[config.mk]
export PLATFORM = sky130hd
export DESIGN_NAME = h264_4x4_forward_transform_quant_unit
export DESIGN_NICKNAME = d
export VERILOG_FILES = /design/src/rtl/h4ftq_pkg.sv /design/src/rtl/h4ftq_front.sv /design/src/rtl/h4ftq_queue.sv /design/src/rtl/h4ftq_back.sv /design/src/rtl/h264_4x4_forward_transform_quant_unit.sv
export SDC_FILE = /design/constraint.sdc
export NUM_CORES = 2
export LEC_CHECK = 0
export ABC_AREA = 1
export BUFFER_PORTS_ARGS = -buffer_cell sky130_fd_sc_hd__buf_2
export CELL_PAD_IN_SITES_DETAIL_PLACEMENT = 2
export CELL_PAD_IN_SITES_GLOBAL_PLACEMENT = 2
export CORE_MARGIN = 2
export CORE_UTILIZATION = 35
export CTS_BUF_LIST = sky130_fd_sc_hd__clkbuf_4 sky130_fd_sc_hd__clkbuf_8
export CTS_CLUSTER_DIAMETER = 150
export CTS_CLUSTER_SIZE = 12
export DETAILED_ROUTE_END_ITERATION = 12
export PLACE_DENSITY_LB_ADDON = 0.1
export REMOVE_ABC_BUFFERS = 1
export SETUP_SLACK_MARGIN = 0.4
export SYNTH_ARGS = -nofsm -noshare
export SYNTH_HDL_FRONTEND = slang
export SYNTH_SLANG_ARGS = --single-unit
[constraint.sdc]
create_clock -name clock -period 16.12 [get_ports clock]
set_clock_uncertainty 0.2 [all_clocks]
set_input_delay 0.806 -clock clock [delete_from_list [all_inputs] [get_ports clock]]
set_output_delay 0.806 -clock clock [all_outputs]
set_load 0.01 [all_outputs]
[src/rtl/h4ftq_pkg.sv]
// ----------------------------------------------------------------------------
// h4ftq_pkg
// Shared types and constants for the 4x4 forward transform and quantizer.
// ----------------------------------------------------------------------------
package h4ftq_pkg;

   localparam int COEFF_BITS = 13;
   localparam int QP_BITS    = 6;
   localparam int QP_MAX     = 51;
   localparam int MF_BITS    = 14;
   localparam int QBITS_MIN  = 15;

   localparam logic CSR_QP    = 1'b0;
   localparam logic CSR_INTER = 1'b1;

   // multiplier row for qp % 6, by position class
   function automatic logic [MF_BITS-1:0] mf_lookup(input logic [2:0] rem,
                                                    input logic [1:0] cls);
      logic [MF_BITS-1:0] v;
      begin
         v = '0;
         unique case (rem)
            3'd0: v = (cls == 2'd0) ? 14'd13107 : (cls == 2'd1) ? 14'd5243 : 14'd8066;
            3'd1: v = (cls == 2'd0) ? 14'd11916 : (cls == 2'd1) ? 14'd4660 : 14'd7490;
            3'd2: v = (cls == 2'd0) ? 14'd10082 : (cls == 2'd1) ? 14'd4194 : 14'd6554;
            3'd3: v = (cls == 2'd0) ? 14'd9362  : (cls == 2'd1) ? 14'd3647 : 14'd5825;
            3'd4: v = (cls == 2'd0) ? 14'd8192  : (cls == 2'd1) ? 14'd3355 : 14'd5243;
            3'd5: v = (cls == 2'd0) ? 14'd7282  : (cls == 2'd1) ? 14'd2893 : 14'd4559;
            default: v = '0;
         endcase
         return v;
      end
   endfunction

   // qp split into period and remainder, period by reciprocal multiply
   function automatic logic [6:0] qp_split(input logic [QP_BITS-1:0] qp);
      logic [5:0]  q;
      logic [11:0] recip;
      logic [3:0]  per;
      logic [2:0]  rem;
      begin
         q     = (qp > 6'(QP_MAX)) ? 6'(QP_MAX) : qp;
         // q * 43 / 256 equals q / 6 for q up to 51
         recip = 12'(q) * 12'd43;
         per   = recip[11:8];
         rem   = 3'(q - 6'(per) * 6'd6);
         return {per, rem};
      end
   endfunction

endpackage

[src/rtl/h4ftq_front.sv]
// ----------------------------------------------------------------------------
// h4ftq_front
// Collects four rows, then runs the row and column butterflies, one output
// row of transform coefficients per cycle into the queue while the queue accepts them.
// ----------------------------------------------------------------------------
module h4ftq_front
   import h4ftq_pkg::*;
#(
   parameter int SAMPLE_BITS = 9
) (
   input  logic                         clock,
   input  logic                         reset,
   input  logic                         in_valid,
   output logic                         in_ready,
   input  logic signed [SAMPLE_BITS-1:0] in_s [4],
   output logic                         out_valid,
   input  logic                         out_ready,
   output logic signed [SAMPLE_BITS+5:0] out_y [4],
   output logic [1:0]                   out_row
);
   localparam int TB = SAMPLE_BITS + 3;   // after first pass
   localparam int YB = SAMPLE_BITS + 6;   // after second pass

   logic signed [SAMPLE_BITS-1:0] store_ff [4][4];
   logic signed [SAMPLE_BITS-1:0] store_in [4][4];
   logic [1:0] count_ff, count_in;
   logic       busy_ff, busy_in;
   logic [1:0] orow_ff, orow_in;
   logic signed [TB-1:0] t_row [4];
   logic signed [YB-1:0] y_row [4];
   logic signed [TB-1:0] a0, a1, a2, a3;
   logic signed [YB-1:0] b0, b1, b2, b3;

   assign in_ready  = !busy_ff;
   assign out_valid = busy_ff;
   assign out_row   = orow_ff;

   // column transform for the selected row of T
   always_comb begin
      for (int c = 0; c < 4; c++) begin
         a0 = TB'(store_ff[0][c]); a1 = TB'(store_ff[1][c]);
         a2 = TB'(store_ff[2][c]); a3 = TB'(store_ff[3][c]);
         unique case (orow_ff)
            2'd0: t_row[c] = a0 + a1 + a2 + a3;
            2'd1: t_row[c] = (a0 <<< 1) + a1 - a2 - (a3 <<< 1);
            2'd2: t_row[c] = a0 - a1 - a2 + a3;
            default: t_row[c] = a0 - (a1 <<< 1) + (a2 <<< 1) - a3;
         endcase
      end
      b0 = YB'(t_row[0]); b1 = YB'(t_row[1]); b2 = YB'(t_row[2]); b3 = YB'(t_row[3]);
      y_row[0] = b0 + b1 + b2 + b3;
      y_row[1] = (b0 <<< 1) + b1 - b2 - (b3 <<< 1);
      y_row[2] = b0 - b1 - b2 + b3;
      y_row[3] = b0 - (b1 <<< 1) + (b2 <<< 1) - b3;
   end

   assign out_y = y_row;

   always_comb begin
      store_in = store_ff;
      count_in = count_ff;
      busy_in  = busy_ff;
      orow_in  = orow_ff;
      if (in_valid && in_ready) begin
         store_in[count_ff] = in_s;
         count_in = count_ff + 2'd1;
         if (count_ff == 2'd3) begin
            busy_in = 1'b1;
            orow_in = 2'd0;
         end
      end
      if (busy_ff && out_ready) begin
         orow_in = orow_ff + 2'd1;
         if (orow_ff == 2'd3) busy_in = 1'b0;
      end
   end

   always_ff @(posedge clock) begin
      store_ff <= store_in;
      orow_ff  <= orow_in;
      if (reset) begin
         count_ff <= 2'd0;
         busy_ff  <= 1'b0;
      end else begin
         count_ff <= count_in;
         busy_ff  <= busy_in;
      end
   end
endmodule

[src/rtl/h4ftq_queue.sv]
// ----------------------------------------------------------------------------
// h4ftq_queue
// Two-entry queue between the transform front and the quantizer back.
// ----------------------------------------------------------------------------
module h4ftq_queue
   import h4ftq_pkg::*;
#(
   parameter int WIDTH = 62
) (
   input  logic             clock,
   input  logic             reset,
   input  logic             in_valid,
   output logic             in_ready,
   input  logic [WIDTH-1:0] in_data,
   output logic             out_valid,
   input  logic             out_ready,
   output logic [WIDTH-1:0] out_data
);
   logic [WIDTH-1:0] mem_ff [2];
   logic       wp_ff, rp_ff;
   logic [1:0] cnt_ff;
   logic       push, pop;

   assign in_ready  = cnt_ff != 2'd2;
   assign out_valid = cnt_ff != 2'd0;
   assign out_data  = mem_ff[rp_ff];
   assign push = in_valid && in_ready;
   assign pop  = out_valid && out_ready;

   always_ff @(posedge clock) begin
      if (push) mem_ff[wp_ff] <= in_data;
      if (reset) begin
         wp_ff  <= 1'b0;
         rp_ff  <= 1'b0;
         cnt_ff <= 2'd0;
      end else begin
         if (push) wp_ff <= !wp_ff;
         if (pop)  rp_ff <= !rp_ff;
         cnt_ff <= cnt_ff + 2'(push) - 2'(pop);
      end
   end
endmodule

[src/rtl/h4ftq_back.sv]
// ----------------------------------------------------------------------------
// h4ftq_back
// Quantizes one row of four coefficients: multiply stage, then round,
// shift and saturate into the output register.
// ----------------------------------------------------------------------------
module h4ftq_back
   import h4ftq_pkg::*;
#(
   parameter int SAMPLE_BITS = 9
) (
   input  logic                          clock,
   input  logic                          reset,
   input  logic [QP_BITS-1:0]            qp,
   input  logic                          inter_rounding,
   input  logic                          in_valid,
   output logic                          in_ready,
   input  logic signed [SAMPLE_BITS+5:0] in_y [4],
   input  logic [1:0]                    in_row,
   output logic                          out_valid,
   input  logic                          out_ready,
   output logic signed [COEFF_BITS-1:0]  out_c [4],
   output logic [1:0]                    out_row
);
   localparam int YB = SAMPLE_BITS + 6;
   localparam int PB = YB + MF_BITS;

   logic [6:0]   split;
   logic [3:0]   per;
   logic [PB-1:0] prod_ff [4], prod_in [4];
   logic [3:0]   neg_ff;
   logic [1:0]   prow_ff;
   logic         pval_ff;
   logic         oval_ff;
   logic signed [COEFF_BITS-1:0] oc_ff [4];
   logic [1:0]   orow_ff;
   logic         padv, oadv;
   logic [PB:0]  off, sum;
   logic [PB:0]  lvl [4];
   logic [4:0]   qbits;
   logic [YB-1:0] mag [4];

   assign split = qp_split(qp);
   assign per   = split[6:3];
   assign qbits = 5'(QBITS_MIN) + 5'(per);

   assign oadv     = !oval_ff || out_ready;
   assign padv     = !pval_ff || oadv;
   assign in_ready = padv;

   always_comb begin
      for (int c = 0; c < 4; c++) begin
         mag[c] = in_y[c][YB-1] ? YB'(-in_y[c]) : YB'(in_y[c]);
         prod_in[c] = PB'(mag[c]) * PB'(mf_lookup(split[2:0],
            (!in_row[0] && c % 2 == 0) ? 2'd0 :
            (in_row[0] && c % 2 == 1) ? 2'd1 : 2'd2));
      end
   end

   // offset = 2^qbits/3 or /6; 22'h2AAAAA is 2^23/3 rounded down
   always_comb begin
      off = inter_rounding ? ((PB+1)'(22'h2AAAAA) >> (24 - qbits))
                           : ((PB+1)'(22'h2AAAAA) >> (23 - qbits));
      for (int c = 0; c < 4; c++) begin
         sum    = (PB+1)'(prod_ff[c]) + off;
         lvl[c] = sum >> qbits;
      end
   end

   always_ff @(posedge clock) begin
      if (padv) begin
         prod_ff <= prod_in;
         for (int c = 0; c < 4; c++) neg_ff[c] <= in_y[c][YB-1];
         prow_ff <= in_row;
      end
      if (oadv) begin
         orow_ff <= prow_ff;
         for (int c = 0; c < 4; c++) begin
            if (neg_ff[c])
               oc_ff[c] <= (lvl[c] > (PB+1)'(4096)) ? -13'sd4096
                                                    : COEFF_BITS'(-lvl[c]);
            else
               oc_ff[c] <= (lvl[c] > (PB+1)'(4095)) ? 13'sd4095
                                                    : COEFF_BITS'(lvl[c]);
         end
      end
      if (reset) begin
         pval_ff <= 1'b0;
         oval_ff <= 1'b0;
      end else begin
         if (padv) pval_ff <= in_valid;
         if (oadv) oval_ff <= pval_ff;
      end
   end

   assign out_valid = oval_ff;
   assign out_c     = oc_ff;
   assign out_row   = orow_ff;
endmodule

[src/rtl/h264_4x4_forward_transform_quant_unit.sv]
// ----------------------------------------------------------------------------
// h264_4x4_forward_transform_quant_unit
// H.264 4x4 forward integer transform with quantization.
// ----------------------------------------------------------------------------
// A block enters as four rows of four samples, one row per transaction. After
// the fourth row the front unit emits one transformed row per cycle while the
// queue accepts them, with input held off until all four rows are out; a
// two-entry queue and the two-stage quantizer (multiply, then round and shift)
// follow. Output rows come out in order 0..3 with tlast on row 3.
module h264_4x4_forward_transform_quant_unit
   import h4ftq_pkg::*;
#(
   parameter int SAMPLE_BITS = 9
) (
   input  logic                     clock,
   input  logic                     reset,
   input  logic                     csr_write,
   input  logic                     csr_index,
   input  logic [QP_BITS-1:0]       csr_data,
   input  logic                     req_tvalid,
   output logic                     req_tready,
   // sample_0, sample_1, sample_2, sample_3 from bit 0 up, zero padded
   input  logic [((4*SAMPLE_BITS+7)/8)*8-1:0] req_tdata,
   output logic                     rsp_tvalid,
   input  logic                     rsp_tready,
   // coeff_0, coeff_1, coeff_2, coeff_3, out_row from bit 0 up, zero padded
   output logic [55:0]              rsp_tdata,
   output logic                     rsp_tlast
);
   localparam int YB = SAMPLE_BITS + 6;

   logic [QP_BITS-1:0] qp_ff;
   logic               inter_ff;
   logic signed [SAMPLE_BITS-1:0] s [4];
   logic signed [YB-1:0] fy [4], qy [4];
   logic [1:0]  frow, qrow, orow;
   logic        fval, frdy, qval, qrdy;
   logic [4*YB+1:0] qin, qout;
   logic signed [COEFF_BITS-1:0] c [4];

   always_ff @(posedge clock) begin
      if (reset) begin
         qp_ff    <= 6'd26;
         inter_ff <= 1'b0;
      end else if (csr_write) begin
         unique case (csr_index)
            CSR_QP:    qp_ff    <= csr_data;
            CSR_INTER: inter_ff <= csr_data[0];
            default:   ;
         endcase
      end
   end

   always_comb
      for (int i = 0; i < 4; i++) s[i] = req_tdata[i*SAMPLE_BITS +: SAMPLE_BITS];

   h4ftq_front #(.SAMPLE_BITS(SAMPLE_BITS)) u_front (
      .clock(clock), .reset(reset),
      .in_valid(req_tvalid), .in_ready(req_tready), .in_s(s),
      .out_valid(fval), .out_ready(frdy), .out_y(fy), .out_row(frow));

   assign qin = {frow, fy[3], fy[2], fy[1], fy[0]};

   h4ftq_queue #(.WIDTH(4*YB+2)) u_queue (
      .clock(clock), .reset(reset),
      .in_valid(fval), .in_ready(frdy), .in_data(qin),
      .out_valid(qval), .out_ready(qrdy), .out_data(qout));

   always_comb begin
      for (int i = 0; i < 4; i++) qy[i] = qout[i*YB +: YB];
      qrow = qout[4*YB +: 2];
   end

   h4ftq_back #(.SAMPLE_BITS(SAMPLE_BITS)) u_back (
      .clock(clock), .reset(reset),
      .qp(qp_ff), .inter_rounding(inter_ff),
      .in_valid(qval), .in_ready(qrdy), .in_y(qy), .in_row(qrow),
      .out_valid(rsp_tvalid), .out_ready(rsp_tready), .out_c(c), .out_row(orow));

   assign rsp_tdata = {2'b00, orow, c[3], c[2], c[1], c[0]};
   assign rsp_tlast = orow == 2'd3;
endmodule
==> impl_metrics.py <==
metrics = {
    "outcome": {
        "status": "complete, no violations",
    },
    "yosys": {
        "synth_top_area_cell": "fa_1",
        "synth-simple-area-share": 0.198,
        "ys_warn_count": 0,
        "synth-seq-cells": 463,
        "synth_area_leaders": "fa_1 (25%), edfxtp_1 (18%), ha_1 (15%)",
        "synth_top_family_by_area": "adder cells",
        "syn_inst": 8996,
        "synth_mux_area_frac": 0.00342,
        "synth_top_area_frac": 0.246,
        "synth_top_flop_cell": "edfxtp_1",
        "synthXorXnorAreaFrac": 0.0347,
        "synth_compound_area_frac": 0.0832,
        "ys_async_sr_fraction": 0,
        "synthAdderAreaFrac": 0.392,
        "ys_seq_area_frac": 0.188,
        "synth_cell_types": 64,
        "synth_edf_count": 446,
        "syn_avg_cell_area_sq_um": 8.13,
        "syn-cell-area_sq_um": 73100,
    },
    "setup_path": {
        "cp_slowest_cell": "o21ai_0",
        "r2r_slack_ps": 1760,
        "worstSetupStartpointType": "register",
        "slowest_delay_ps": 700,
        "end_kind": "register",
        "worst_path_most_repeated_cell": "nand2_1",
        "crit_buf_inv": 13,
        "crit_required_ps": 16470,
        "worstSetupPathType": "reg2reg",
        "crit_family": "adder cells",
        "arrival_ps": 14710,
        "cp_max_fo": 64,
    },
    "global_routing": {
        "gr-total-overflow": 0,
        "grt_pass1_vias": 69267,
        "grt_antenna_before_repair": 1,
        "grt_pass1_wl_um": 392000,
        "grt_max_degree": 70,
        "track_usage": 0.234,
    },
    "timing": {
        "final.min_clock_period_ps": 14360,
        "hold_viol": 0,
        "setup_viol": 0,
        "fmax_ghz": 0.0696,
        "worstMarginPinSlew_ps": 1160,
        "slew_headroom": 0.226,
        "rsz0062_at_grt": "false",
        "setup_tns_ps": 0,
        "finalCritPeriodShare": 0.891,
        "slew_violations": 0,
    },
    "hold_path": {
        "worst_hold_path_type": "in2reg",
    },
    "floorplan": {
        "fp.dieW_um": 461,
        "dieArea_sq_um": 213000,
        "io_pins": 111,
        "die_y_um": 461,
        "initial_core_util": 0.352,
        "core_sq_um": 207000,
        "row_count": 167,
    },
    "route": {
        "vias": 60315,
        "drt_first_pass_iters": 5,
        "drcViolationCount": 0,
        "ant_nets": 0,
        "initialDrtViolationCount": 2144,
        "detail_route.wl_per_cell_um": 20.5,
        "drt-vias-per-instance": 5.05,
        "wl_um": 245000,
    },
    "clock_network": {
        "cts.sinks": 463,
        "cts_max_path_buffers": 3,
        "cts_root_buf": "clkbuf_8",
        "cts_buffers": 47,
        "cts_max_level": 2,
        "cts_tree": "yes",
        "post_cts_resized": 0,
        "clk_pin_slew_ps": 90,
        "clk_latency_ps": 830,
    },
    "cells_and_area": {
        "drive_gt1_frac": 0.0541,
        "layout_common_cells": "inv_1 (1746), nand2_1 (1669), nor2_1 (937), fa_1 (899), ha_1 (850)",
        "nets": 10934,
        "layout_commonest_cell": "inv_1",
        "area_growth_pct": 7.80,
    },
    "placement": {
        "portBuffers": 104,
        "gp_congestion": 0.852,
        "dpl.hpwl_um": 207000,
    },
    "run": {
        "max-cap-violations": 0,
    },
}
-- cells by family after synthesis --
kind of cell               Yosys count
DFF                                463
other                                1
muxes                               25
AOI/OAI and AO/OA                 1071
xor gates and xnor gates           290
adders and majority gates         1750
buffers and inverters             1966
and+or+nand+nor                   3430
-- synth_stat cells, types with 13 or more instances --
cell,instances
a211oi_1,13
a21o_1,19
a21oi_1,407
a31oi_1,40
and2_1,13
buf_1,37
clkbuf_1,122
clkinv_1,21
dfxtp_1,17
edfxtp_1,446
fa_1,899
ha_1,851
inv_1,1747
inv_2,22
mux2i_1,25
nand2_1,1673
nand2_2,29
nand3_1,475
nand3_2,14
nand3b_1,25
nand4_1,52
nor2_1,945
nor3_1,89
nor4_1,27
o21a_1,28
o21ai_0,346
o21ai_1,38
o21bai_1,58
o22ai_1,18
o31ai_1,37
o32ai_1,15
or2_2,48
xnor2_1,73
xor2_1,217
-- worst min-delay path, delay by kind of cell --
kind	cells	cell delay [ps]
compound gates	1	60
buf+inv	1	100
simple gates	2	110
-- worst paths after layout --
path / end / from / cells past startpoint
worst max register to register: u_back.prod_ff[27]$_DFFE_PN_ / qp_ff[4]$_SDFFE_PP1P_ / 63
worst max-delay path: u_back.prod_ff[27]$_DFFE_PN_ / qp_ff[4]$_SDFFE_PP1P_ / 63
worst min register to register: u_queue.rp_ff$_SDFFE_PP0P_ / u_queue.rp_ff$_SDFFE_PP0P_ / 1
worst min-delay path: inter_ff$_SDFFE_PP0P_ / csr_index / 4
-- area by class of cell --
cell class              instances  area, sq um
diodes                          2         5.00
clock buffers                  72          841
clock inverters                 7         76.3
fillers                     23626       129000
inverters                    1790         6720
multi-input cells            6568        52200
flip-flops and latches        463        13700
well taps                    2788         3490
repair buffers                262         1810
-- metrics by stage --
step	cells	worst slack, ps	hold slack [ps]	utilization	area (sq um)
4_1_cts	11950	1580	0.931	0.380	78800
3_5_place_dp	11829	1610	254	0.373	77500
3_3_place_gp	11829	1960	227	0.373	77500
5_1_grt	11951	480	103	0.380	78800
2_1_floorplan	8821	3110	200	-	72400
6_report	11952	1760	133	0.380	78800
-- layer usage --
layer  track usage  share of wire
met1         0.292           0.44
met2         0.438           0.52
met3        0.0154          0.019
met4        0.0526          0.023
met5             0              0
-- repair_timing --
action	4_1_cts	5_1_grt
buffers inserted	0	0
hold endpoints to repair	149	0
hold buffers	42	0
-- sequential cells by signal, summed over array words and instances, names as in the netlist, 4 cells and up, named ones only --
signal	flops
u_queue.mem_ff	124
u_front.store_ff	108
u_back.neg_ff	4
u_front.a3	9
u_front.a2	9
u_back.prod_ff	116
u_front.a0	9
u_front.a1	9
qp_ff	6
u_back.out_c	52
Power is not shown: default switching activity piles up to over one toggle a cycle in this logic, so the estimate is an artifact.
